[src/design/fld_pkg.sv]
`default_nettype none

package fld_pkg;

  // Fixed field widths of the sample and result beats and the threshold.
  localparam int unsigned SAMPLE_W = 16;
  localparam int unsigned MAG_W    = 16;
  localparam int unsigned PCT_W    = 8;

  // Defaults for the top-level parameters.
  localparam int unsigned DEF_HISTORY_DEPTH = 20;
  localparam int unsigned DEF_FRAME_MAX     = 4096;

  // Threshold register reset value and the percent scale of the deviation test.
  localparam logic [PCT_W-1:0] PCT_RESET = 8'd30;
  localparam int unsigned      PCT_SCALE = 100;

  typedef struct packed {
    logic signed [SAMPLE_W-1:0] sample_i;
    logic signed [SAMPLE_W-1:0] sample_q;
    logic                       last_sample;
  } fld_in_t;

  typedef struct packed {
    logic             change_detected;
    logic [MAG_W-1:0] frame_magnitude;
    logic             history_full;
  } fld_out_t;

  typedef enum logic [3:0] {
    ST_ACCUM,
    ST_DIV_RE,
    ST_WAIT_RE,
    ST_DIV_IM,
    ST_WAIT_IM,
    ST_SQ_RE,
    ST_SQ_IM,
    ST_ROOT,
    ST_SCALE,
    ST_DIFF,
    ST_PRODUCT,
    ST_DONE
  } fld_state_e;

endpackage

`default_nettype wire

[src/design/frame_level_change_detector_core.sv]
// Frame level change detector.
//
// Sample beats (I, Q, last flag) enter on the in_* valid/ready channel and are
// summed at one beat per cycle. Beats beyond FRAME_MAX in a frame are dropped,
// but a dropped beat marked last still closes the frame. After the last beat
// the input channel is held off (in_ready_o low) while the frame result is
// computed: a shared bit-serial divider forms |mean I| and |mean Q| one bit per
// cycle, one 17x17 multiplier squares them, a bit-serial root unit produces the
// magnitude, and the scale, difference and product steps run the deviation
// test against the history sum. Most of the frame-end computation time is
// spent in the serial divider. One result beat leaves per frame on the out_*
// channel from an output register; sample beats of the next frame are still
// accepted while that beat waits, and only the next frame end waits for the
// receiver to take it. The threshold register is written on the cfg_* channel,
// which is always ready. Reset clears the accumulators, the history fill and
// sum, and sets the threshold to 30 percent; the history memory itself is not
// cleared, since slots fill in order and a slot not yet written is never used.

`default_nettype none

module frame_level_change_detector_core #(
  parameter int unsigned HISTORY_DEPTH = fld_pkg::DEF_HISTORY_DEPTH,
  parameter int unsigned FRAME_MAX     = fld_pkg::DEF_FRAME_MAX
) (
  input  wire logic                         clk_i,
  input  wire logic                         rst_ni,
  input  wire logic                         in_valid_i,
  output logic                              in_ready_o,
  input  wire fld_pkg::fld_in_t             in_data_i,
  output logic                              out_valid_o,
  input  wire logic                         out_ready_i,
  output fld_pkg::fld_out_t                 out_data_o,
  input  wire logic                         cfg_valid_i,
  output logic                              cfg_ready_o,
  input  wire logic [fld_pkg::PCT_W-1:0]    cfg_data_i
);

  localparam int unsigned SAMPLE_W = fld_pkg::SAMPLE_W;
  localparam int unsigned MAG_W    = fld_pkg::MAG_W;
  localparam int unsigned PCT_W    = fld_pkg::PCT_W;

  // Frame sample count and signed accumulator widths.
  localparam int unsigned CNT_W = $clog2(FRAME_MAX + 1);
  localparam int unsigned ACC_W = CNT_W + SAMPLE_W + 1;
  localparam int unsigned DVD_W = ACC_W - 1;
  // The magnitude of a mean component never exceeds 2^15.
  localparam int unsigned QUO_W = SAMPLE_W + 1;
  localparam int unsigned SQ_W  = 2 * QUO_W;
  localparam int unsigned RAD_W = 2 * MAG_W;
  // History bookkeeping.
  localparam int unsigned SLOT_W = $clog2(HISTORY_DEPTH);
  localparam int unsigned FILL_W = $clog2(HISTORY_DEPTH + 1);
  localparam int unsigned SUM_W  = MAG_W + FILL_W;
  localparam int unsigned CMP_W  = SUM_W + PCT_W;

  fld_pkg::fld_state_e state_q, state_d;

  logic [PCT_W-1:0]  pct_q;
  logic [ACC_W-1:0]  acc_re_q;
  logic [ACC_W-1:0]  acc_im_q;
  logic [CNT_W-1:0]  cnt_q;
  logic [SLOT_W-1:0] slot_q;
  logic [FILL_W-1:0] fill_q;
  logic [SUM_W-1:0]  sum_q;
  logic              out_valid_q;
  fld_pkg::fld_out_t out_data_q;

  logic [QUO_W-1:0] mean_re_q;
  logic [QUO_W-1:0] mean_im_q;
  logic [SQ_W-1:0]  sq_q;
  logic [MAG_W-1:0] mag_q;
  logic [SUM_W-1:0] scaled_q;
  logic [SUM_W-1:0] diff_q;
  logic [CMP_W-1:0] lhs_q;
  logic [CMP_W-1:0] rhs_q;

  // Control strobes from the sequencer.
  logic in_fire;
  logic keep;
  logic div_start;
  logic root_start;
  logic finish;

  logic [ACC_W-1:0] ext_re;
  logic [ACC_W-1:0] ext_im;
  logic [ACC_W-1:0] abs_re;
  logic [ACC_W-1:0] abs_im;
  logic [DVD_W-1:0] dividend;
  logic             div_done;
  logic [DVD_W-1:0] quotient;

  logic [QUO_W-1:0] mul_op;
  logic [SQ_W-1:0]  mul_prod;
  logic [SQ_W-1:0]  sq_sum;
  logic             root_done;
  logic [MAG_W-1:0] root;

  logic             full;
  logic [MAG_W-1:0] ram_rdata;
  logic [MAG_W-1:0] old_mag;
  logic             change;
  logic [SLOT_W-1:0] slot_next;

  // ---------------------------------------------------------------------------
  // Sequencer. Samples are taken only while accumulating; every other state is
  // one step of the frame-end computation.
  // ---------------------------------------------------------------------------
  assign in_ready_o  = (state_q == fld_pkg::ST_ACCUM);
  assign in_fire     = in_valid_i && in_ready_o;
  assign cfg_ready_o = 1'b1;

  always_comb begin
    state_d    = state_q;
    div_start  = 1'b0;
    root_start = 1'b0;
    finish     = 1'b0;
    unique case (state_q)
      fld_pkg::ST_ACCUM: begin
        if (in_fire && in_data_i.last_sample) begin
          state_d = fld_pkg::ST_DIV_RE;
        end
      end
      fld_pkg::ST_DIV_RE: begin
        div_start = 1'b1;
        state_d   = fld_pkg::ST_WAIT_RE;
      end
      fld_pkg::ST_WAIT_RE: begin
        if (div_done) begin
          state_d = fld_pkg::ST_DIV_IM;
        end
      end
      fld_pkg::ST_DIV_IM: begin
        div_start = 1'b1;
        state_d   = fld_pkg::ST_WAIT_IM;
      end
      fld_pkg::ST_WAIT_IM: begin
        if (div_done) begin
          state_d = fld_pkg::ST_SQ_RE;
        end
      end
      fld_pkg::ST_SQ_RE: begin
        state_d = fld_pkg::ST_SQ_IM;
      end
      fld_pkg::ST_SQ_IM: begin
        root_start = 1'b1;
        state_d    = fld_pkg::ST_ROOT;
      end
      fld_pkg::ST_ROOT: begin
        if (root_done) begin
          state_d = fld_pkg::ST_SCALE;
        end
      end
      fld_pkg::ST_SCALE: begin
        state_d = fld_pkg::ST_DIFF;
      end
      fld_pkg::ST_DIFF: begin
        state_d = fld_pkg::ST_PRODUCT;
      end
      fld_pkg::ST_PRODUCT: begin
        state_d = fld_pkg::ST_DONE;
      end
      fld_pkg::ST_DONE: begin
        // The result leaves only once the output register is free.
        if (!out_valid_q || out_ready_i) begin
          finish  = 1'b1;
          state_d = fld_pkg::ST_ACCUM;
        end
      end
      default: begin
        state_d = fld_pkg::ST_ACCUM;
      end
    endcase
  end

  always_ff @(posedge clk_i or negedge rst_ni) begin
    if (!rst_ni) begin
      state_q <= fld_pkg::ST_ACCUM;
    end else begin
      state_q <= state_d;
    end
  end

  // Threshold register.
  always_ff @(posedge clk_i or negedge rst_ni) begin
    if (!rst_ni) begin
      pct_q <= fld_pkg::PCT_RESET;
    end else if (cfg_valid_i && cfg_ready_o) begin
      pct_q <= cfg_data_i;
    end
  end

  // ---------------------------------------------------------------------------
  // Frame accumulation. The last beat is summed like any other before the
  // frame-end steps start; the sums are cleared when the result is released.
  // ---------------------------------------------------------------------------
  assign keep   = (cnt_q < CNT_W'(FRAME_MAX));
  assign ext_re = {{(ACC_W - SAMPLE_W){in_data_i.sample_i[SAMPLE_W-1]}}, in_data_i.sample_i};
  assign ext_im = {{(ACC_W - SAMPLE_W){in_data_i.sample_q[SAMPLE_W-1]}}, in_data_i.sample_q};

  always_ff @(posedge clk_i or negedge rst_ni) begin
    if (!rst_ni) begin
      acc_re_q <= '0;
      acc_im_q <= '0;
      cnt_q    <= '0;
    end else if (finish) begin
      acc_re_q <= '0;
      acc_im_q <= '0;
      cnt_q    <= '0;
    end else if (in_fire && keep) begin
      acc_re_q <= acc_re_q + ext_re;
      acc_im_q <= acc_im_q + ext_im;
      cnt_q    <= cnt_q + CNT_W'(1);
    end
  end

  // ---------------------------------------------------------------------------
  // Mean components. Only their magnitudes matter for the squared length, and
  // truncation toward zero of a signed mean equals the floor of |sum| / count.
  // ---------------------------------------------------------------------------
  assign abs_re   = acc_re_q[ACC_W-1] ? (ACC_W'(0) - acc_re_q) : acc_re_q;
  assign abs_im   = acc_im_q[ACC_W-1] ? (ACC_W'(0) - acc_im_q) : acc_im_q;
  assign dividend = (state_q == fld_pkg::ST_DIV_RE) ? abs_re[DVD_W-1:0] : abs_im[DVD_W-1:0];

  fld_div #(
    .DVD_W (DVD_W),
    .DVS_W (CNT_W)
  ) u_div (
    .clk_i      (clk_i),
    .rst_ni     (rst_ni),
    .start_i    (div_start),
    .dividend_i (dividend),
    .divisor_i  (cnt_q),
    .done_o     (div_done),
    .quotient_o (quotient)
  );

  always_ff @(posedge clk_i) begin
    if (div_done && (state_q == fld_pkg::ST_WAIT_RE)) begin
      mean_re_q <= quotient[QUO_W-1:0];
    end
    if (div_done && (state_q == fld_pkg::ST_WAIT_IM)) begin
      mean_im_q <= quotient[QUO_W-1:0];
    end
  end

  // One multiplier squares both components on consecutive cycles; the sum of
  // squares goes straight into the root unit.
  assign mul_op   = (state_q == fld_pkg::ST_SQ_RE) ? mean_re_q : mean_im_q;
  assign mul_prod = SQ_W'(mul_op) * SQ_W'(mul_op);
  assign sq_sum   = sq_q + mul_prod;

  always_ff @(posedge clk_i) begin
    if (state_q == fld_pkg::ST_SQ_RE) begin
      sq_q <= mul_prod;
    end
  end

  fld_isqrt #(
    .ROOT_W (MAG_W)
  ) u_isqrt (
    .clk_i      (clk_i),
    .rst_ni     (rst_ni),
    .start_i    (root_start),
    .radicand_i (sq_sum[RAD_W-1:0]),
    .done_o     (root_done),
    .root_o     (root)
  );

  // ---------------------------------------------------------------------------
  // Deviation test: 100 * |DEPTH * m - S| >= pct * S, in scale, difference and product steps.
  // ---------------------------------------------------------------------------
  always_ff @(posedge clk_i) begin
    if (root_done && (state_q == fld_pkg::ST_ROOT)) begin
      mag_q <= root;
    end
    if (state_q == fld_pkg::ST_SCALE) begin
      scaled_q <= SUM_W'(mag_q) * SUM_W'(HISTORY_DEPTH);
    end
    if (state_q == fld_pkg::ST_DIFF) begin
      diff_q <= (scaled_q >= sum_q) ? (scaled_q - sum_q) : (sum_q - scaled_q);
    end
    if (state_q == fld_pkg::ST_PRODUCT) begin
      lhs_q <= CMP_W'(diff_q) * CMP_W'(fld_pkg::PCT_SCALE);
      rhs_q <= CMP_W'(sum_q) * CMP_W'(pct_q);
    end
  end

  // ---------------------------------------------------------------------------
  // History. Slots fill in order from zero, so before the history is full the
  // slot about to be written has never been written and counts as zero.
  // ---------------------------------------------------------------------------
  assign full      = (fill_q == FILL_W'(HISTORY_DEPTH));
  assign old_mag   = full ? ram_rdata : '0;
  assign change    = full && !((sum_q == '0) && (mag_q == '0)) && (lhs_q >= rhs_q);
  assign slot_next = (slot_q == SLOT_W'(HISTORY_DEPTH - 1)) ? '0 : (slot_q + SLOT_W'(1));

  fld_ram #(
    .WIDTH (MAG_W),
    .DEPTH (HISTORY_DEPTH)
  ) u_history (
    .clk_i   (clk_i),
    .we_i    (finish),
    .waddr_i (slot_q),
    .wdata_i (mag_q),
    .raddr_i (slot_q),
    .rdata_o (ram_rdata)
  );

  always_ff @(posedge clk_i or negedge rst_ni) begin
    if (!rst_ni) begin
      slot_q <= '0;
      fill_q <= '0;
      sum_q  <= '0;
    end else if (finish) begin
      slot_q <= slot_next;
      sum_q  <= sum_q - SUM_W'(old_mag) + SUM_W'(mag_q);
      if (!full) begin
        fill_q <= fill_q + FILL_W'(1);
      end
    end
  end

  // ---------------------------------------------------------------------------
  // Output register. A waiting beat never blocks sample accumulation.
  // ---------------------------------------------------------------------------
  always_ff @(posedge clk_i or negedge rst_ni) begin
    if (!rst_ni) begin
      out_valid_q <= 1'b0;
    end else if (finish) begin
      out_valid_q <= 1'b1;
    end else if (out_ready_i) begin
      out_valid_q <= 1'b0;
    end
  end

  always_ff @(posedge clk_i) begin
    if (finish) begin
      out_data_q.change_detected <= change;
      out_data_q.frame_magnitude <= mag_q;
      out_data_q.history_full    <= full;
    end
  end

  assign out_valid_o = out_valid_q;
  assign out_data_o  = out_data_q;

  // ---------------------------------------------------------------------------
  // Assertions.
  // ---------------------------------------------------------------------------
  a_change_needs_full: assert property (@(posedge clk_i) disable iff (!rst_ni)
    (out_valid_o && out_data_o.change_detected) |-> out_data_o.history_full)
    else $error("change flagged before the history was full");

  a_slot_follows_fill: assert property (@(posedge clk_i) disable iff (!rst_ni)
    !full |-> (slot_q == SLOT_W'(fill_q)))
    else $error("write slot does not match fill level while filling");

  a_div_done_waited: assert property (@(posedge clk_i) disable iff (!rst_ni)
    div_done |-> ((state_q == fld_pkg::ST_WAIT_RE) || (state_q == fld_pkg::ST_WAIT_IM)))
    else $error("divider finished outside a wait state");

  a_root_done_waited: assert property (@(posedge clk_i) disable iff (!rst_ni)
    root_done |-> (state_q == fld_pkg::ST_ROOT))
    else $error("root unit finished outside its wait state");

endmodule

`default_nettype wire

[src/design/fld_ram.sv]
`default_nettype none

module fld_ram #(
  parameter int unsigned WIDTH = 16,
  parameter int unsigned DEPTH = 20
) (
  input  wire logic                     clk_i,
  input  wire logic                     we_i,
  input  wire logic [$clog2(DEPTH)-1:0] waddr_i,
  input  wire logic [WIDTH-1:0]         wdata_i,
  input  wire logic [$clog2(DEPTH)-1:0] raddr_i,
  output logic      [WIDTH-1:0]         rdata_o
);

  logic [WIDTH-1:0] mem_q [DEPTH];
  logic [WIDTH-1:0] rdata_q;

  always_ff @(posedge clk_i) begin
    if (we_i) begin
      mem_q[waddr_i] <= wdata_i;
    end
    rdata_q <= mem_q[raddr_i];
  end

  assign rdata_o = rdata_q;

endmodule

`default_nettype wire

[src/design/fld_div.sv]
`default_nettype none

// Restoring divider, one quotient bit per cycle, MSB first.
module fld_div #(
  parameter int unsigned DVD_W = 29,
  parameter int unsigned DVS_W = 13
) (
  input  wire logic             clk_i,
  input  wire logic             rst_ni,
  input  wire logic             start_i,
  input  wire logic [DVD_W-1:0] dividend_i,
  input  wire logic [DVS_W-1:0] divisor_i,
  output logic                  done_o,
  output logic      [DVD_W-1:0] quotient_o
);

  localparam int unsigned STEP_W = $clog2(DVD_W + 1);

  logic              busy_q, busy_d;
  logic              done_q, done_d;
  logic [STEP_W-1:0] step_q, step_d;
  logic [DVS_W-1:0]  rem_q, rem_d;
  logic [DVD_W-1:0]  shr_q, shr_d;
  logic [DVS_W-1:0]  dvs_q;

  logic [DVS_W:0] rem_sh;
  logic [DVS_W:0] rem_sub;
  logic           fits;

  always_comb begin
    rem_sh  = {rem_q, shr_q[DVD_W-1]};
    fits    = (rem_sh >= {1'b0, dvs_q});
    rem_sub = rem_sh - {1'b0, dvs_q};
    rem_d   = fits ? rem_sub[DVS_W-1:0] : rem_sh[DVS_W-1:0];
    shr_d   = {shr_q[DVD_W-2:0], fits};
  end

  always_comb begin
    busy_d = busy_q;
    done_d = 1'b0;
    step_d = step_q;
    if (start_i) begin
      busy_d = 1'b1;
      step_d = STEP_W'(DVD_W);
    end else if (busy_q) begin
      step_d = step_q - STEP_W'(1);
      if (step_q == STEP_W'(1)) begin
        busy_d = 1'b0;
        done_d = 1'b1;
      end
    end
  end

  always_ff @(posedge clk_i or negedge rst_ni) begin
    if (!rst_ni) begin
      busy_q <= 1'b0;
      done_q <= 1'b0;
      step_q <= '0;
    end else begin
      busy_q <= busy_d;
      done_q <= done_d;
      step_q <= step_d;
    end
  end

  always_ff @(posedge clk_i) begin
    if (start_i) begin
      rem_q <= '0;
      shr_q <= dividend_i;
      dvs_q <= divisor_i;
    end else if (busy_q) begin
      rem_q <= rem_d;
      shr_q <= shr_d;
    end
  end

  assign done_o     = done_q;
  assign quotient_o = shr_q;

endmodule

`default_nettype wire

[src/design/fld_isqrt.sv]
`default_nettype none

// Floor integer square root, two radicand bits and one root bit per cycle.
module fld_isqrt #(
  parameter int unsigned ROOT_W = 16
) (
  input  wire logic                clk_i,
  input  wire logic                rst_ni,
  input  wire logic                start_i,
  input  wire logic [2*ROOT_W-1:0] radicand_i,
  output logic                     done_o,
  output logic      [ROOT_W-1:0]   root_o
);

  localparam int unsigned RAD_W  = 2 * ROOT_W;
  localparam int unsigned STEP_W = $clog2(ROOT_W + 1);

  logic              busy_q, busy_d;
  logic              done_q, done_d;
  logic [STEP_W-1:0] step_q, step_d;
  logic [ROOT_W:0]   rem_q, rem_d;
  logic [ROOT_W-1:0] root_q, root_d;
  logic [RAD_W-1:0]  rad_q, rad_d;

  logic [ROOT_W+2:0] rem_sh;
  logic [ROOT_W+2:0] trial;
  logic [ROOT_W+2:0] rem_sub;
  logic              fits;

  always_comb begin
    rem_sh  = {rem_q, rad_q[RAD_W-1 -: 2]};
    trial   = {1'b0, root_q, 2'b01};
    fits    = (rem_sh >= trial);
    rem_sub = rem_sh - trial;
    rem_d   = fits ? rem_sub[ROOT_W:0] : rem_sh[ROOT_W:0];
    root_d  = {root_q[ROOT_W-2:0], fits};
    rad_d   = {rad_q[RAD_W-3:0], 2'b00};
  end

  always_comb begin
    busy_d = busy_q;
    done_d = 1'b0;
    step_d = step_q;
    if (start_i) begin
      busy_d = 1'b1;
      step_d = STEP_W'(ROOT_W);
    end else if (busy_q) begin
      step_d = step_q - STEP_W'(1);
      if (step_q == STEP_W'(1)) begin
        busy_d = 1'b0;
        done_d = 1'b1;
      end
    end
  end

  always_ff @(posedge clk_i or negedge rst_ni) begin
    if (!rst_ni) begin
      busy_q <= 1'b0;
      done_q <= 1'b0;
      step_q <= '0;
    end else begin
      busy_q <= busy_d;
      done_q <= done_d;
      step_q <= step_d;
    end
  end

  always_ff @(posedge clk_i) begin
    if (start_i) begin
      rem_q  <= '0;
      root_q <= '0;
      rad_q  <= radicand_i;
    end else if (busy_q) begin
      rem_q  <= rem_d;
      root_q <= root_d;
      rad_q  <= rad_d;
    end
  end

  assign done_o = done_q;
  assign root_o = root_q;

endmodule

`default_nettype wire
[config.mk]
export PLATFORM = sky130hd
export DESIGN_NAME = frame_level_change_detector_core
export DESIGN_NICKNAME = d
export VERILOG_FILES = /design/src/design/fld_pkg.sv /design/src/design/frame_level_change_detector_core.sv /design/src/design/fld_ram.sv /design/src/design/fld_div.sv /design/src/design/fld_isqrt.sv
export SDC_FILE = /design/constraint.sdc
export NUM_CORES = 2
export LEC_CHECK = 0
export BUFFER_PORTS_ARGS = -buffer_cell sky130_fd_sc_hd__buf_2
export CAP_MARGIN = 20
export CORE_MARGIN = 4
export CORE_UTILIZATION = 40
export CTS_BUF_LIST = sky130_fd_sc_hd__clkbuf_4 sky130_fd_sc_hd__clkbuf_8
export CTS_CLUSTER_SIZE = 10
export DETAILED_ROUTE_END_ITERATION = 7
export PLACE_DENSITY_LB_ADDON = 0.3
export SYNTH_ARGS = -nofsm -noshare
export SYNTH_HDL_FRONTEND = slang
export SYNTH_SLANG_ARGS = --single-unit
[constraint.sdc]
create_clock -name clk_i -period 23 [get_ports clk_i]
set_input_delay 1.15 -clock clk_i [delete_from_list [all_inputs] [get_ports clk_i]]
set_output_delay 1.15 -clock clk_i [all_outputs]
set_load 0.05 [all_outputs]
==> results.json <==
{
  "result_of_the_run": "finished, final reports clean",
  "ys_async_sr_fraction": 0.1677,
  "layout-drive-gt1-share": 0.1031,
  "antenna_found_initial": 9,
  "syn-instance-count": 4917,
  "syn_area_per_cell_sq_um": 11.06,
  "core_sq_um": 135300,
  "start_util": 0.4020,
  "grt_use_total": 0.1758,
  "timing.hold.worst.class": "primary input to async pin",
  "die_w_um": 376.7,
  "cts.htree.levels": 4,
  "dp_hpwl_um": 90550,
  "clk-insertion-delay-late_ns": 0.83,
  "chipHeight_um": 376.7,
  "cts_repair_resize_count": 0,
  "cts_root_buf": "clkbuf_8",
  "post-route-drc-count": 0,
  "clkSlewWorstSetupHoldPaths_ns": 0.06,
  "buffers_plus_inverters_on_the_worst_setup_path": 5,
  "synth_enable_flop_cells": 588,
  "path_max_fanout": 53,
  "routed-via-count": 36050,
  "grt_first_pass_wirelength_um": 198200,
  "dpl-instance-area_sq_um": 56810,
  "slowest_cell_delay_on_critical_path_ns": 0.95,
  "cts.path.max_buffers": 3,
  "finalWirelength_um": 124200,
  "grt_pass1_vias": 36250,
  "fp.dieArea_sq_um": 141900,
  "port-buffer-count": 65,
  "syn-cell-area_sq_um": 54380,
  "tns_ns": 0,
  "cp_data_required_time_ns": 23.67,
  "synth.ff_latch_count": 781,
  "wl_per_cell_um": 17.96,
  "pin_count_of_the_biggest_net_entering_global_routing": 73,
  "reg2reg_setup_slack_ns": 12.37,
  "drtIter0Drc": 2514,
  "nFillCells": 12560,
  "worstSetupEndpointType": "flop",
  "number_of_slew_limit_violations_in_the_final_report": 0,
  "rsz0062_at_grt": "false",
  "netlist-cell-type-count": 90,
  "ys_dominant_reg_cell": "edfxtp_1",
  "worstSetupStartpointType": "flop",
  "clock_sink_count": 781,
  "tritoncts": "built",
  "firstDrtPassIters": 5,
  "worstPathArrival_ns": 11.30,
  "cts_made_buffers": 138,
  "fin_worst_hold_slack_ns": 0.2482,
  "synth_top_area_cells": "edfxtp_1 32%, fa_1 13%, ha_1 11%",
  "synth_area_leader_cell": "edfxtp_1",
  "synth_top_area_frac": 0.3247,
  "final_cell_area_sq_um": 59690,
  "crit_family": "adder cells",
  "finalHoldViolations": 0,
  "globalRoute.totalOverflow": 0,
  "slowest_stage": "mux2i_1",
  "synth-warning-count": 0,
  "final_net_count": 5868,
  "synthToLayoutAreaGrowth_pct": 9.762,
  "clock.fmax_mhz": 94.09,
  "finalWeightedCongestion": 0.8972,
  "cts_hold_buf": 0,
  "pin_count": 67,
  "route.antenna.remaining_nets": 0,
  "worst_slew_pin_slew_ns": 1.165,
  "worst-setup-path-type": "flop to flop",
  "timing.critical_path.mode_cell": "fa_1",
  "finalSetupViolCount": 0,
  "max_slew_margin": 0.2236,
  "post_cts_setup_repair_buffer_count": 0,
  "floorplan_row_count": 135,
  "timing.max_cap.violations": 0,
  "synth_seq_area_share": 0.4079,
  "route.detailed.vias_per_inst": 5.213,
  "finalWorstPathRequiredPeriod_ns": 10.63,
  "min_period_over_period": 0.4621,
  "syn-num-nets": 5765,
  "skew_ns": 0.04028
}
logic make-up after synthesis:
family | share of synthesized area
adder cells (fa/ha/maj) | 0.2319
buffers and inverters | 0.05913
XOR/XNOR | 0.04617
AO/OA/AOI/OAI | 0.1043
multiplexers | 0.05641
other | 0.00006895
flip-flops | 0.4079
AND/OR/NAND/NOR | 0.09417
metrics by stage:
stage,std cells,utilization,setup slack [ns]
floorplan,4917,-,13.73
global placement,6659,0.4199,12.91
detailed placement,6659,0.4199,12.56
CTS,6911,0.4409,12.50
global route,6914,0.4412,11.78
finish,6914,0.4412,12.37
worst reg2reg max path: cells and delay by family, from the launching register on:
kind                       cells  cell delay (ns)
and+or+nand+nor                4             0.99
xor gates and xnor gates       2             0.39
muxes                          1             0.98
adders and majority gates      8             3.69
DFF                            1             0.62
buffers and inverters          5             1.32
AOI/OAI and AO/OA             14             2.49
flip-flops by register name, summed over array words and instances (netlist names), 16 cells and up:
| name | cells |
|---|---|
| acc_re_q | 30 |
| u_isqrt.rem_q | 17 |
| u_isqrt.root_o | 16 |
| u_history.rdata_o | 16 |
| acc_im_q | 30 |
| sum_q | 21 |
| lhs_q | 26 |
| mag_q | 16 |
| sq_q | 31 |
| out_data_o | 18 |
| diff_q | 21 |
| u_isqrt.rad_q | 32 |
| mean_im_q | 17 |
| mean_re_q | 17 |
| u_div.quotient_o | 29 |
| u_history.mem_q | 320 |
| scaled_q | 19 |
| rhs_q | 29 |
cells in the mapped netlist, drive strengths merged, types with 62 or more instances:
master  instances
inv           684
xnor2         176
mux4           84
o21ai         281
edfxtp        588
dfrtp         127
xor2          108
nand2         426
nor2          251
a21o          106
ha            459
dfxtp          62
a21oi         222
fa            343
clkbuf        135
mux2i          77
and2          115
final timing paths:
| kind | startpoint | endpoint | depth (start not counted) |
|---|---|---|---|
| max | state_q[1]$_DFFE_PN0P_ | u_isqrt.rad_q[31]$_DFFE_PP_ | 34 |
| min | rst_ni | fill_q[1]$_DFFE_PN0P_ | 1 |
| max reg2reg | state_q[1]$_DFFE_PN0P_ | u_isqrt.rad_q[31]$_DFFE_PP_ | 34 |
| min reg2reg | fill_q[4]$_DFFE_PN0P_ | fill_q[4]$_DFFE_PN0P_ | 1 |
| max in group asynchronous | rst_ni | acc_im_q[17]$_DFFE_PN0P_ | 3 |
| min in group clk_i | fill_q[4]$_DFFE_PN0P_ | fill_q[4]$_DFFE_PN0P_ | 1 |
cell usage in the layout (no fill, tap or decap), types with 62 or more instances in the layout:
cell      netlist  routed
inv_1         682     681
edfxtp_1      588     588
ha_1          459     459
nand2_1       426     423
fa_1          343     343
o21ai_0       272     272
nor2_1        251     246
a21oi_1       220     219
xnor2_1       176     176
clkbuf_8        0     145
dfrtp_1       127     123
and2_1        115     115
xor2_1        108     108
a21o_1        106     106
mux4_2         84      84
mux2i_1        77      77
buf_2           8      64
dfxtp_1        62      62
per-layer routing:
| layer | GRT usage | routed length, um |
|---|---|---|
| met1 | 0.2526 | 58250 |
| met2 | 0.2723 | 56010 |
| met3 | 0.03080 | 6881 |
| met4 | 0.05360 | 3028 |
| met5 | 0 | 0 |
layout make-up:
type / count / area, sq um / area share
diodes: 1 / 2.502 / 0.00004192
clock buffers: 197 / 2386 / 0.03997
clock inverters: 55 / 447.9 / 0.007504
inverters: 694 / 2605 / 0.04364
multi-input cells: 3284 / 29050 / 0.4867
flip-flops and latches: 781 / 22190 / 0.3718
well taps: 1781 / 2228 / 0.03733
repair buffers: 121 / 779.5 / 0.01306
Power is not shown: default switching activity piles up to over one toggle a cycle in this logic, so the estimate is an artifact.
